[config.mk]
export PLATFORM = sky130hd
export DESIGN_NAME = escaped_token_splitter_flat
export DESIGN_NICKNAME = d
export VERILOG_FILES = /design/src/design/etst_pkg.sv /design/src/design/etst_in_if.sv /design/src/design/etst_out_if.sv /design/src/design/etst_cfg_if.sv /design/src/design/etst_in_reg.sv /design/src/design/etst_lexer.sv /design/src/design/etst_out_reg.sv /design/src/design/escaped_token_splitter.sv /design/src/flat_wrapper.sv
export SDC_FILE = /design/constraint.sdc
export NUM_CORES = 1
export LEC_CHECK = 0
export CAP_MARGIN = 20
export CORE_ASPECT_RATIO = 1.75
export CORE_MARGIN = 2
export CORE_UTILIZATION = 60
export CTS_CLUSTER_SIZE = 30
export DETAILED_ROUTE_END_ITERATION = 8
export DONT_BUFFER_PORTS = 1
export PLACE_DENSITY_LB_ADDON = 0.1
export RECOVER_POWER = 50
export REMOVE_ABC_BUFFERS = 1
export SYNTH_ARGS = -nofsm -noshare
export SYNTH_HDL_FRONTEND = slang
export SYNTH_SLANG_ARGS = --single-unit
[constraint.sdc]
create_clock -name clk_i -period 4.89 [get_ports clk_i]
set_input_delay 0.7335 -clock clk_i [delete_from_list [all_inputs] [get_ports clk_i]]
set_output_delay 0.7335 -clock clk_i [all_outputs]
set_load 0.05 [all_outputs]
[src/design/etst_pkg.sv]
package etst_pkg;

  localparam int unsigned CharW = 8;
  localparam int unsigned LenW = 8;
  localparam int unsigned SizeW = 9;
  localparam logic [SizeW-1:0] SizeReset = 9'd128;

  localparam logic [CharW-1:0] ChNul = 8'h00;
  localparam logic [CharW-1:0] ChTilde = 8'h7E;
  localparam logic [CharW-1:0] ChQuote = 8'h22;
  localparam logic [CharW-1:0] ChSpace = 8'h20;
  localparam logic [CharW-1:0] ChTab = 8'h09;

  localparam logic [CharW-1:0] ChLowR = 8'h72;
  localparam logic [CharW-1:0] ChLowN = 8'h6E;
  localparam logic [CharW-1:0] ChLowL = 8'h6C;
  localparam logic [CharW-1:0] ChLowT = 8'h74;
  localparam logic [CharW-1:0] ChLowB = 8'h62;
  localparam logic [CharW-1:0] ChLowF = 8'h66;
  localparam logic [CharW-1:0] ChLowE = 8'h65;

  localparam logic [CharW-1:0] CodeCr = 8'd13;
  localparam logic [CharW-1:0] CodeLf = 8'd10;
  localparam logic [CharW-1:0] CodeHt = 8'd9;
  localparam logic [CharW-1:0] CodeBs = 8'd8;
  localparam logic [CharW-1:0] CodeFf = 8'd12;
  localparam logic [CharW-1:0] CodeEsc = 8'd27;

  typedef struct packed {
    logic             is_end;
    logic [CharW-1:0] char_out;
    logic [LenW-1:0]  token_length;
    logic             truncated;
    logic             string_done;
  } result_t;

  typedef struct packed {
    logic             valid;
    logic [CharW-1:0] char_in;
  } item_t;

  function automatic logic [CharW-1:0] escape_map(input logic [CharW-1:0] c);
    logic [CharW-1:0] m;
    case (c)
      ChLowR: m = CodeCr;
      ChLowN: m = CodeCr;
      ChLowL: m = CodeLf;
      ChLowT: m = CodeHt;
      ChLowB: m = CodeBs;
      ChLowF: m = CodeFf;
      ChLowE: m = CodeEsc;
      default: m = c;
    endcase
    return m;
  endfunction

endpackage

[src/design/etst_in_if.sv]
interface etst_in_if;
  logic                          valid;
  logic                          ready;
  logic [etst_pkg::CharW-1:0]    char_in;

  modport source (output valid, output char_in, input ready);
  modport sink (input valid, input char_in, output ready);
endinterface

[src/design/etst_out_if.sv]
interface etst_out_if;
  logic                        valid;
  logic                        ready;
  logic                        is_end;
  logic [etst_pkg::CharW-1:0]  char_out;
  logic [etst_pkg::LenW-1:0]   token_length;
  logic                        truncated;
  logic                        string_done;

  modport source (output valid, output is_end, output char_out, output token_length,
                  output truncated, output string_done, input ready);
  modport sink (input valid, input is_end, input char_out, input token_length,
                input truncated, input string_done, output ready);
endinterface

[src/design/etst_cfg_if.sv]
interface etst_cfg_if;
  logic                        valid;
  logic                        ready;
  logic [etst_pkg::SizeW-1:0]  token_size;

  modport source (output valid, output token_size, input ready);
  modport sink (input valid, input token_size, output ready);
endinterface

[src/design/etst_in_reg.sv]
module etst_in_reg (
  input  logic                       clk_i,
  input  logic                       rst_ni,
  input  logic                       valid_i,
  input  logic [etst_pkg::CharW-1:0] char_i,
  output logic                       ready_o,
  input  logic                       step_i,
  output etst_pkg::item_t            item_o
);

  logic                       valid_q, valid_d;
  logic [etst_pkg::CharW-1:0] char_q;
  logic                       load;

  assign ready_o = !valid_q || step_i;
  assign load = valid_i && ready_o;

  always_comb begin
    valid_d = valid_q;
    if (load) begin
      valid_d = 1'b1;
    end else if (step_i) begin
      valid_d = 1'b0;
    end
  end

  always_ff @(posedge clk_i or negedge rst_ni) begin
    if (!rst_ni) begin
      valid_q <= 1'b0;
    end else begin
      valid_q <= valid_d;
    end
  end

  always_ff @(posedge clk_i) begin
    if (load) begin
      char_q <= char_i;
    end
  end

  assign item_o.valid = valid_q;
  assign item_o.char_in = char_q;

endmodule

[src/design/etst_lexer.sv]
module etst_lexer #(
  parameter int unsigned MAX_SIZE = 256
) (
  input  logic                       clk_i,
  input  logic                       rst_ni,
  input  logic                       step_i,
  input  logic [etst_pkg::CharW-1:0] char_i,
  input  logic [etst_pkg::SizeW-1:0] token_size_i,
  output logic                       has_result_o,
  output etst_pkg::result_t          result_o
);

  localparam int unsigned SizeTop = (MAX_SIZE < 511) ? MAX_SIZE : 511;
  localparam int unsigned CntW = $clog2(SizeTop);

  logic            in_token_q, in_token_d;
  logic            quoted_q, quoted_d;
  logic            esc_q, esc_d;
  logic [CntW-1:0] count_q, count_d;
  logic            ovf_q, ovf_d;

  logic [12:0]     size_ext;
  logic [CntW-1:0] limit;
  logic            is_ws;
  logic            do_keep;
  logic            do_end;
  logic            end_done;
  logic [etst_pkg::CharW-1:0] keep_char;

  assign size_ext = 13'(token_size_i);

  always_comb begin
    if (size_ext == 13'd0) begin
      limit = '0;
    end else if (size_ext > 13'(MAX_SIZE)) begin
      limit = CntW'(MAX_SIZE - 1);
    end else begin
      limit = CntW'(size_ext - 13'd1);
    end
  end

  assign is_ws = (char_i == etst_pkg::ChSpace) || (char_i == etst_pkg::ChTab);

  always_comb begin
    in_token_d = in_token_q;
    quoted_d = quoted_q;
    esc_d = esc_q;
    do_keep = 1'b0;
    do_end = 1'b0;
    end_done = 1'b0;
    keep_char = char_i;
    if (char_i == etst_pkg::ChNul) begin
      do_end = 1'b1;
      end_done = 1'b1;
    end else if (esc_q) begin
      esc_d = 1'b0;
      do_keep = 1'b1;
      keep_char = etst_pkg::escape_map(char_i);
    end else if (!in_token_q && is_ws) begin
      in_token_d = 1'b0;
    end else begin
      in_token_d = 1'b1;
      if (char_i == etst_pkg::ChTilde) begin
        esc_d = 1'b1;
      end else if (quoted_q && (char_i == etst_pkg::ChQuote)) begin
        do_end = 1'b1;
      end else if (!quoted_q && is_ws) begin
        do_end = 1'b1;
      end else begin
        if (char_i == etst_pkg::ChQuote) begin
          quoted_d = 1'b1;
        end
        do_keep = 1'b1;
      end
    end
  end

  always_comb begin
    count_d = count_q;
    ovf_d = ovf_q;
    has_result_o = 1'b0;
    result_o = '0;
    if (do_end) begin
      has_result_o = 1'b1;
      result_o.is_end = 1'b1;
      result_o.token_length = etst_pkg::LenW'(count_q);
      result_o.truncated = ovf_q;
      result_o.string_done = end_done;
      count_d = '0;
      ovf_d = 1'b0;
    end else if (do_keep) begin
      if (count_q < limit) begin
        count_d = count_q + CntW'(1);
        has_result_o = 1'b1;
        result_o.char_out = keep_char;
      end else begin
        ovf_d = 1'b1;
      end
    end
  end

  always_ff @(posedge clk_i or negedge rst_ni) begin
    if (!rst_ni) begin
      in_token_q <= 1'b0;
      quoted_q <= 1'b0;
      esc_q <= 1'b0;
      count_q <= '0;
      ovf_q <= 1'b0;
    end else if (step_i) begin
      if (do_end) begin
        in_token_q <= 1'b0;
        quoted_q <= 1'b0;
        esc_q <= 1'b0;
      end else begin
        in_token_q <= in_token_d;
        quoted_q <= quoted_d;
        esc_q <= esc_d;
      end
      count_q <= count_d;
      ovf_q <= ovf_d;
    end
  end

endmodule

[src/design/etst_out_reg.sv]
module etst_out_reg (
  input  logic              clk_i,
  input  logic              rst_ni,
  input  logic              load_i,
  input  etst_pkg::result_t result_i,
  input  logic              ready_i,
  output logic              free_o,
  output logic              valid_o,
  output etst_pkg::result_t result_o
);

  logic              valid_q, valid_d;
  etst_pkg::result_t result_q;

  assign free_o = !valid_q || ready_i;

  always_comb begin
    valid_d = valid_q;
    if (load_i) begin
      valid_d = 1'b1;
    end else if (ready_i) begin
      valid_d = 1'b0;
    end
  end

  always_ff @(posedge clk_i or negedge rst_ni) begin
    if (!rst_ni) begin
      valid_q <= 1'b0;
    end else begin
      valid_q <= valid_d;
    end
  end

  always_ff @(posedge clk_i) begin
    if (load_i) begin
      result_q <= result_i;
    end
  end

  assign valid_o = valid_q;
  assign result_o = result_q;

endmodule

[src/design/escaped_token_splitter.sv]
// Channel  | Role   | Payload
// in_ch    | sink   | char_in (8 bits, 0 ends the string)
// out_ch   | source | is_end, char_out, token_length, truncated, string_done
// cfg_ch   | sink   | token_size (9 bits, reset value 128)
//
// One item is taken per cycle while the input register is empty or drains;
// a token byte or end marker is offered on out_ch after its item passes the
// input register, the scanner logic and the result register, in that order;
// a stalled output holds the item back in the input register.
// Reset clears the scanner state and both stage valid bits.
// A stalled output holds its item; input is still taken while the input
// register can drain into the result register.
module escaped_token_splitter #(
  parameter int unsigned MAX_SIZE = 256
) (
  input  logic            clk_i,
  input  logic            rst_ni,
  etst_in_if.sink         in_ch,
  etst_out_if.source      out_ch,
  etst_cfg_if.sink        cfg_ch
);

  logic [etst_pkg::SizeW-1:0] token_size_q;
  etst_pkg::item_t            item;
  etst_pkg::result_t          lex_res;
  etst_pkg::result_t          out_res;
  logic                       has_result;
  logic                       out_free;
  logic                       step;

  assign cfg_ch.ready = 1'b1;

  always_ff @(posedge clk_i or negedge rst_ni) begin
    if (!rst_ni) begin
      token_size_q <= etst_pkg::SizeReset;
    end else if (cfg_ch.valid) begin
      token_size_q <= cfg_ch.token_size;
    end
  end

  assign step = item.valid && out_free;

  etst_in_reg u_in_reg (
    .clk_i   (clk_i),
    .rst_ni  (rst_ni),
    .valid_i (in_ch.valid),
    .char_i  (in_ch.char_in),
    .ready_o (in_ch.ready),
    .step_i  (step),
    .item_o  (item)
  );

  etst_lexer #(
    .MAX_SIZE (MAX_SIZE)
  ) u_lexer (
    .clk_i        (clk_i),
    .rst_ni       (rst_ni),
    .step_i       (step),
    .char_i       (item.char_in),
    .token_size_i (token_size_q),
    .has_result_o (has_result),
    .result_o     (lex_res)
  );

  etst_out_reg u_out_reg (
    .clk_i    (clk_i),
    .rst_ni   (rst_ni),
    .load_i   (step && has_result),
    .result_i (lex_res),
    .ready_i  (out_ch.ready),
    .free_o   (out_free),
    .valid_o  (out_ch.valid),
    .result_o (out_res)
  );

  assign out_ch.is_end = out_res.is_end;
  assign out_ch.char_out = out_res.char_out;
  assign out_ch.token_length = out_res.token_length;
  assign out_ch.truncated = out_res.truncated;
  assign out_ch.string_done = out_res.string_done;

endmodule

[src/flat_wrapper.sv]
// flat-port wrapper written by rule: the top's interface ports become plain ports
module escaped_token_splitter_flat 
#(
  parameter int unsigned MAX_SIZE = 256
)
  (clk_i, rst_ni, in_ch_valid, in_ch_char_in, in_ch_ready, out_ch_valid, out_ch_is_end, out_ch_char_out, out_ch_token_length, out_ch_truncated, out_ch_string_done, out_ch_ready, cfg_ch_valid, cfg_ch_token_size, cfg_ch_ready);
  etst_in_if in_ch_i ();
  etst_out_if out_ch_i ();
  etst_cfg_if cfg_ch_i ();
  input  logic clk_i;
  input  logic rst_ni;
  input wire logic [$bits(in_ch_i.valid)-1:0] in_ch_valid;
  input wire logic [$bits(in_ch_i.char_in)-1:0] in_ch_char_in;
  output wire logic [$bits(in_ch_i.ready)-1:0] in_ch_ready;
  output wire logic [$bits(out_ch_i.valid)-1:0] out_ch_valid;
  output wire logic [$bits(out_ch_i.is_end)-1:0] out_ch_is_end;
  output wire logic [$bits(out_ch_i.char_out)-1:0] out_ch_char_out;
  output wire logic [$bits(out_ch_i.token_length)-1:0] out_ch_token_length;
  output wire logic [$bits(out_ch_i.truncated)-1:0] out_ch_truncated;
  output wire logic [$bits(out_ch_i.string_done)-1:0] out_ch_string_done;
  input wire logic [$bits(out_ch_i.ready)-1:0] out_ch_ready;
  input wire logic [$bits(cfg_ch_i.valid)-1:0] cfg_ch_valid;
  input wire logic [$bits(cfg_ch_i.token_size)-1:0] cfg_ch_token_size;
  output wire logic [$bits(cfg_ch_i.ready)-1:0] cfg_ch_ready;
  assign in_ch_i.valid = in_ch_valid;
  assign in_ch_i.char_in = in_ch_char_in;
  assign in_ch_ready = in_ch_i.ready;
  assign out_ch_valid = out_ch_i.valid;
  assign out_ch_is_end = out_ch_i.is_end;
  assign out_ch_char_out = out_ch_i.char_out;
  assign out_ch_token_length = out_ch_i.token_length;
  assign out_ch_truncated = out_ch_i.truncated;
  assign out_ch_string_done = out_ch_i.string_done;
  assign out_ch_i.ready = out_ch_ready;
  assign cfg_ch_i.valid = cfg_ch_valid;
  assign cfg_ch_i.token_size = cfg_ch_token_size;
  assign cfg_ch_ready = cfg_ch_i.ready;
  escaped_token_splitter #(.MAX_SIZE(MAX_SIZE)) u_core (.clk_i(clk_i), .rst_ni(rst_ni), .in_ch(in_ch_i), .out_ch(out_ch_i), .cfg_ch(cfg_ch_i));
endmodule
==> results by group <==
Drt
  • Antenna Nets Post-Route: 0
  • Total DRC errors in the routed layout: 0
  • DR vias/cell: 6.20
  • Pre-antenna DRT Iters: 4
  • DR vias: 1896
  • Drt total wl: 5.05 mm
  • Initial DRC Count: 40
  • Post-DR wirelength/cell: 16.5 um

Clocking
  • Postcts setup bufs: 0
  • Clk_lat worst skew: 0.30 ns
  • Sink Count: 50
  • Clock buffer depth: 2
  • TritonCTS buffer count: 5
  • H-tree depth: 2
  • CTS tree: yes
  • Clock transition at path regs: 0.09 ns
  • CTS root buf: clkbuf_8

Synthesis
  • Post-Syn Area: about 2800 um^2
  • Largest area contributor in the netlist: edfxtp_1
  • Top post-synthesis cells by area: edfxtp_1 (29%), dfrtp_1 (20%), ha_1 (4.0%)
  • Ys flop type: edfxtp_1
  • Register area share after synthesis: 49.6%
  • Mapped Avg Cell Area: 10.9 um^2
  • Distinct cells, synth: 62
  • Synth top area share: 29.0%
  • EDFF count, synth: 27
  • Synth Warn #: 0
  • Synthesis-stage register bit count: 50
  • Synth Instances: between 200 and 300
  • Async set-or-reset flop fraction in the synthesized netlist: 46.0%

Die
  • Core ar.: 4440 um^2
  • FP Rows: 32
  • # IOs: 44
  • Die H: ~94 um
  • Die Span X: 55.6 um
  • Full die area: 5250 um^2
  • Initial Utilization: a little over three fifths

Flow run
  • Max-cap viol count: 0

Place
  • Port-buffer cells: 0
  • GPL Wtd Cong: around 0.85
  • Placed Area: 2780 um^2
  • Hpwl dp: 3.85 mm

Global route
  • Total gr overflow: 0
  • Largest net degree at the start of global routing: 24
  • Initial antenna violation count: 0
  • Global-route usage over all layers: a little over a fifth
  • First-pass GRT wire length: roughly 8.6 mm
  • Vias in the first global route: 1875

Cells and area
  • Fraction of layout cells with a size suffix above 1: between 10% and 20%
  • Post-layout nets: 285
  • Ant diodes: 0
  • Filler Cell Count: 350
  • Fin area: 2870 um^2
  • P&R area growth vs syn: 2.41%

STA
  • Slew headroom: 58.4%
  • Final Cycle Share: 89.5%
  • Final hold vios: 0
  • Slew at the pin closest to its max-slew limit: approximately 0.62 ns
  • Skew final: roughly 0.0070 ns
  • Total Neg Setup Slack: 0 ns
  • Count of pins over their slew limit: 0
  • Final setup fails: 0
  • Fmax: 228 MHz
  • RSZ-0062 raised after global routing: false
  • Minimum clock period: 4.38 ns

Power
  • Cell Pwr Density: 361 nW/um^2
  • Peak VDD IR: 266 uV
  • Lkg Pwr: 0.00112 uW

Worst setup path
  • CP startpoint kind: flop
  • WS Path Type: reg2reg
  • Arr. time, crit path: 4.35 ns
  • CP Capture Type: flop
  • Crit path required time: 4.87 ns
  • Critical path peak fanout: 19

Status
  • Status: finished, final reports clean

Min path
  • Min-Delay Path Class: in2async
cell families after synthesis:
| family | Yosys count | share of synthesized area [%] |
|---|---|---|
| flip-flops | 50 | 49.6 |
| AO/OA/AOI/OAI | 51 | 13.5 |
| XOR/XNOR | 5 | 1.56 |
| buffers and inverters | 18 | 4.20 |
| AND/OR/NAND/NOR | 113 | 22.9 |
| multiplexers | 10 | 4.11 |
| adder cells (fa/ha/maj) | 9 | 4.02 |
| other | 1 | 0.134 |
per-stage QoR:
stage	util, %	hold WS (ns)	setup WS (ns)	std cells	power (uW)
after floorplan	-	0.438	0.900	247	760
after global placement	62.4	0.439	0.519	298	803
after detailed placement	62.4	0.439	0.397	298	809
after CTS	64.4	0.105	0.340	306	1040
after global routing	64.5	0.0870	0.236	306	1090
final	64.5	0.112	0.511	306	1040
what timing repair did:
action / 4_1_cts / 5_1_grt
gates resized for setup: 0 / 1
endpoints found under the setup margin: 0 / 19
hold buffers: 0 / 0
cell usage in the layout (no fill, tap or decap), types with 4 or more instances in the layout:
master and count:
edfxtp_1 27, dfrtp_1 22, nor2_1 20, nand2_1 18, and2_1 13, o21ai_0 12
nand3_1 11, a21oi_1 10, nor3_1 9, ha_1 9, mux2_2 8, inv_1 7
nand3b_1 5, clkbuf_8 5, nor4_1 4, nor3b_1 4, nor2b_1 4, and3_1 4
sequential cells by signal, indices dropped and copies added, names as in the netlist:
register	flops
u_core.u_lexer.quoted_q	1
u_core.u_out_reg.result_o	19
u_core.u_out_reg.valid_o	1
u_core.u_lexer.ovf_q	1
u_core.u_lexer.in_token_q	1
u_core.u_in_reg.valid_q	1
u_core.u_in_reg.char_q	8
u_core.token_size_q	9
u_core.u_lexer.esc_q	1
u_core.u_lexer.count_q	8
layout make-up:
cell class | instances | area, um^2 | area share (%)
multi-input combinational | 189 | 1290 | 45.1
sequential | 50 | 1390 | 48.4
clock buffer | 6 | 72.6 | 2.53
tap | 51 | 63.8 | 2.23
clock inverter | 2 | 15.0 | 0.524
inverter | 8 | 33.8 | 1.18
critical path: stages, from the launching register on:
cell and delay [ns]:
dfrtp_1 0.45, inv_1 0.10, ha_1 0.26, nor3b_1 0.55, nand2_1 0.13, or2_2 0.32, a21oi_1 0.16, ha_1 0.26
a211o_1 0.31, a2111o_1 0.40, a311oi_2 0.31, nand4_1 0.28, and2_4 0.25, clkinvlp_4 0.28
path summary, 6_finish.rpt:
path | startpoint | endpoint | slack (ns) | cells after the start
setup / recovery | u_core.token_size_q[0]$_DFFE_PN0P_ | u_core.u_out_reg.result_o[12]$_SDFFCE_PP0P_ | 0.51 | 13
max in group asynchronous | rst_ni | u_core.token_size_q[7]$_DFFE_PN1P_ | 4.61 | 0
hold reg to reg | u_core.u_lexer.ovf_q$_DFFE_PN0P_ | u_core.u_lexer.ovf_q$_DFFE_PN0P_ | 0.50 | 1
min in group clk_i | u_core.u_lexer.ovf_q$_DFFE_PN0P_ | u_core.u_lexer.ovf_q$_DFFE_PN0P_ | 0.50 | 1
setup reg to reg | u_core.token_size_q[0]$_DFFE_PN0P_ | u_core.u_out_reg.result_o[12]$_SDFFCE_PP0P_ | 0.51 | 13
hold / removal | rst_ni | u_core.u_lexer.count_q[0]$_DFFE_PN0P_ | 0.11 | 0
synthesized netlist by cell type, types with 2 or more instances:
cell	number
a21o_1	3
nor2_1	20
nor3b_1	4
clkbuf_1	3
ha_1	9
nand4_1	3
a32o_1	2
a211o_1	2
a21oi_1	10
edfxtp_1	27
and2_1	13
and2b_2	2
nor3_1	9
xor2_1	3
a211oi_1	2
xnor2_1	2
or3_1	3
nand3_1	11
inv_1	8
nor2b_1	4
mux2_2	8
or3b_1	2
nand2_1	18
clkbuf_8	3
nor4_1	4
nand2b_1	3
buf_6	2
o21ai_0	12
nand3b_1	5
o21a_1	3
o211ai_1	2
and3_1	4
dfrtp_1	22
power breakdown:
group | leakage [uW] | switching [uW] | internal [uW]
combinational | 0.000537 | 91.1 | 77.9
clock | 0.0000374 | 134 | 101
sequential | 0.000548 | 127 | 505
total | 0.00112 | 352 | 683
routing by layer:
layer	vias to the layer above	track usage [%]	share of wire, %
li1	941	-	-
met1	894	22.8	39
met2	49	39.0	55
met3	12	4.25	4.0
met4	0	9.35	2.5
met5	-	0	0
No activity file was read; power rests on OpenSTA's default activity.
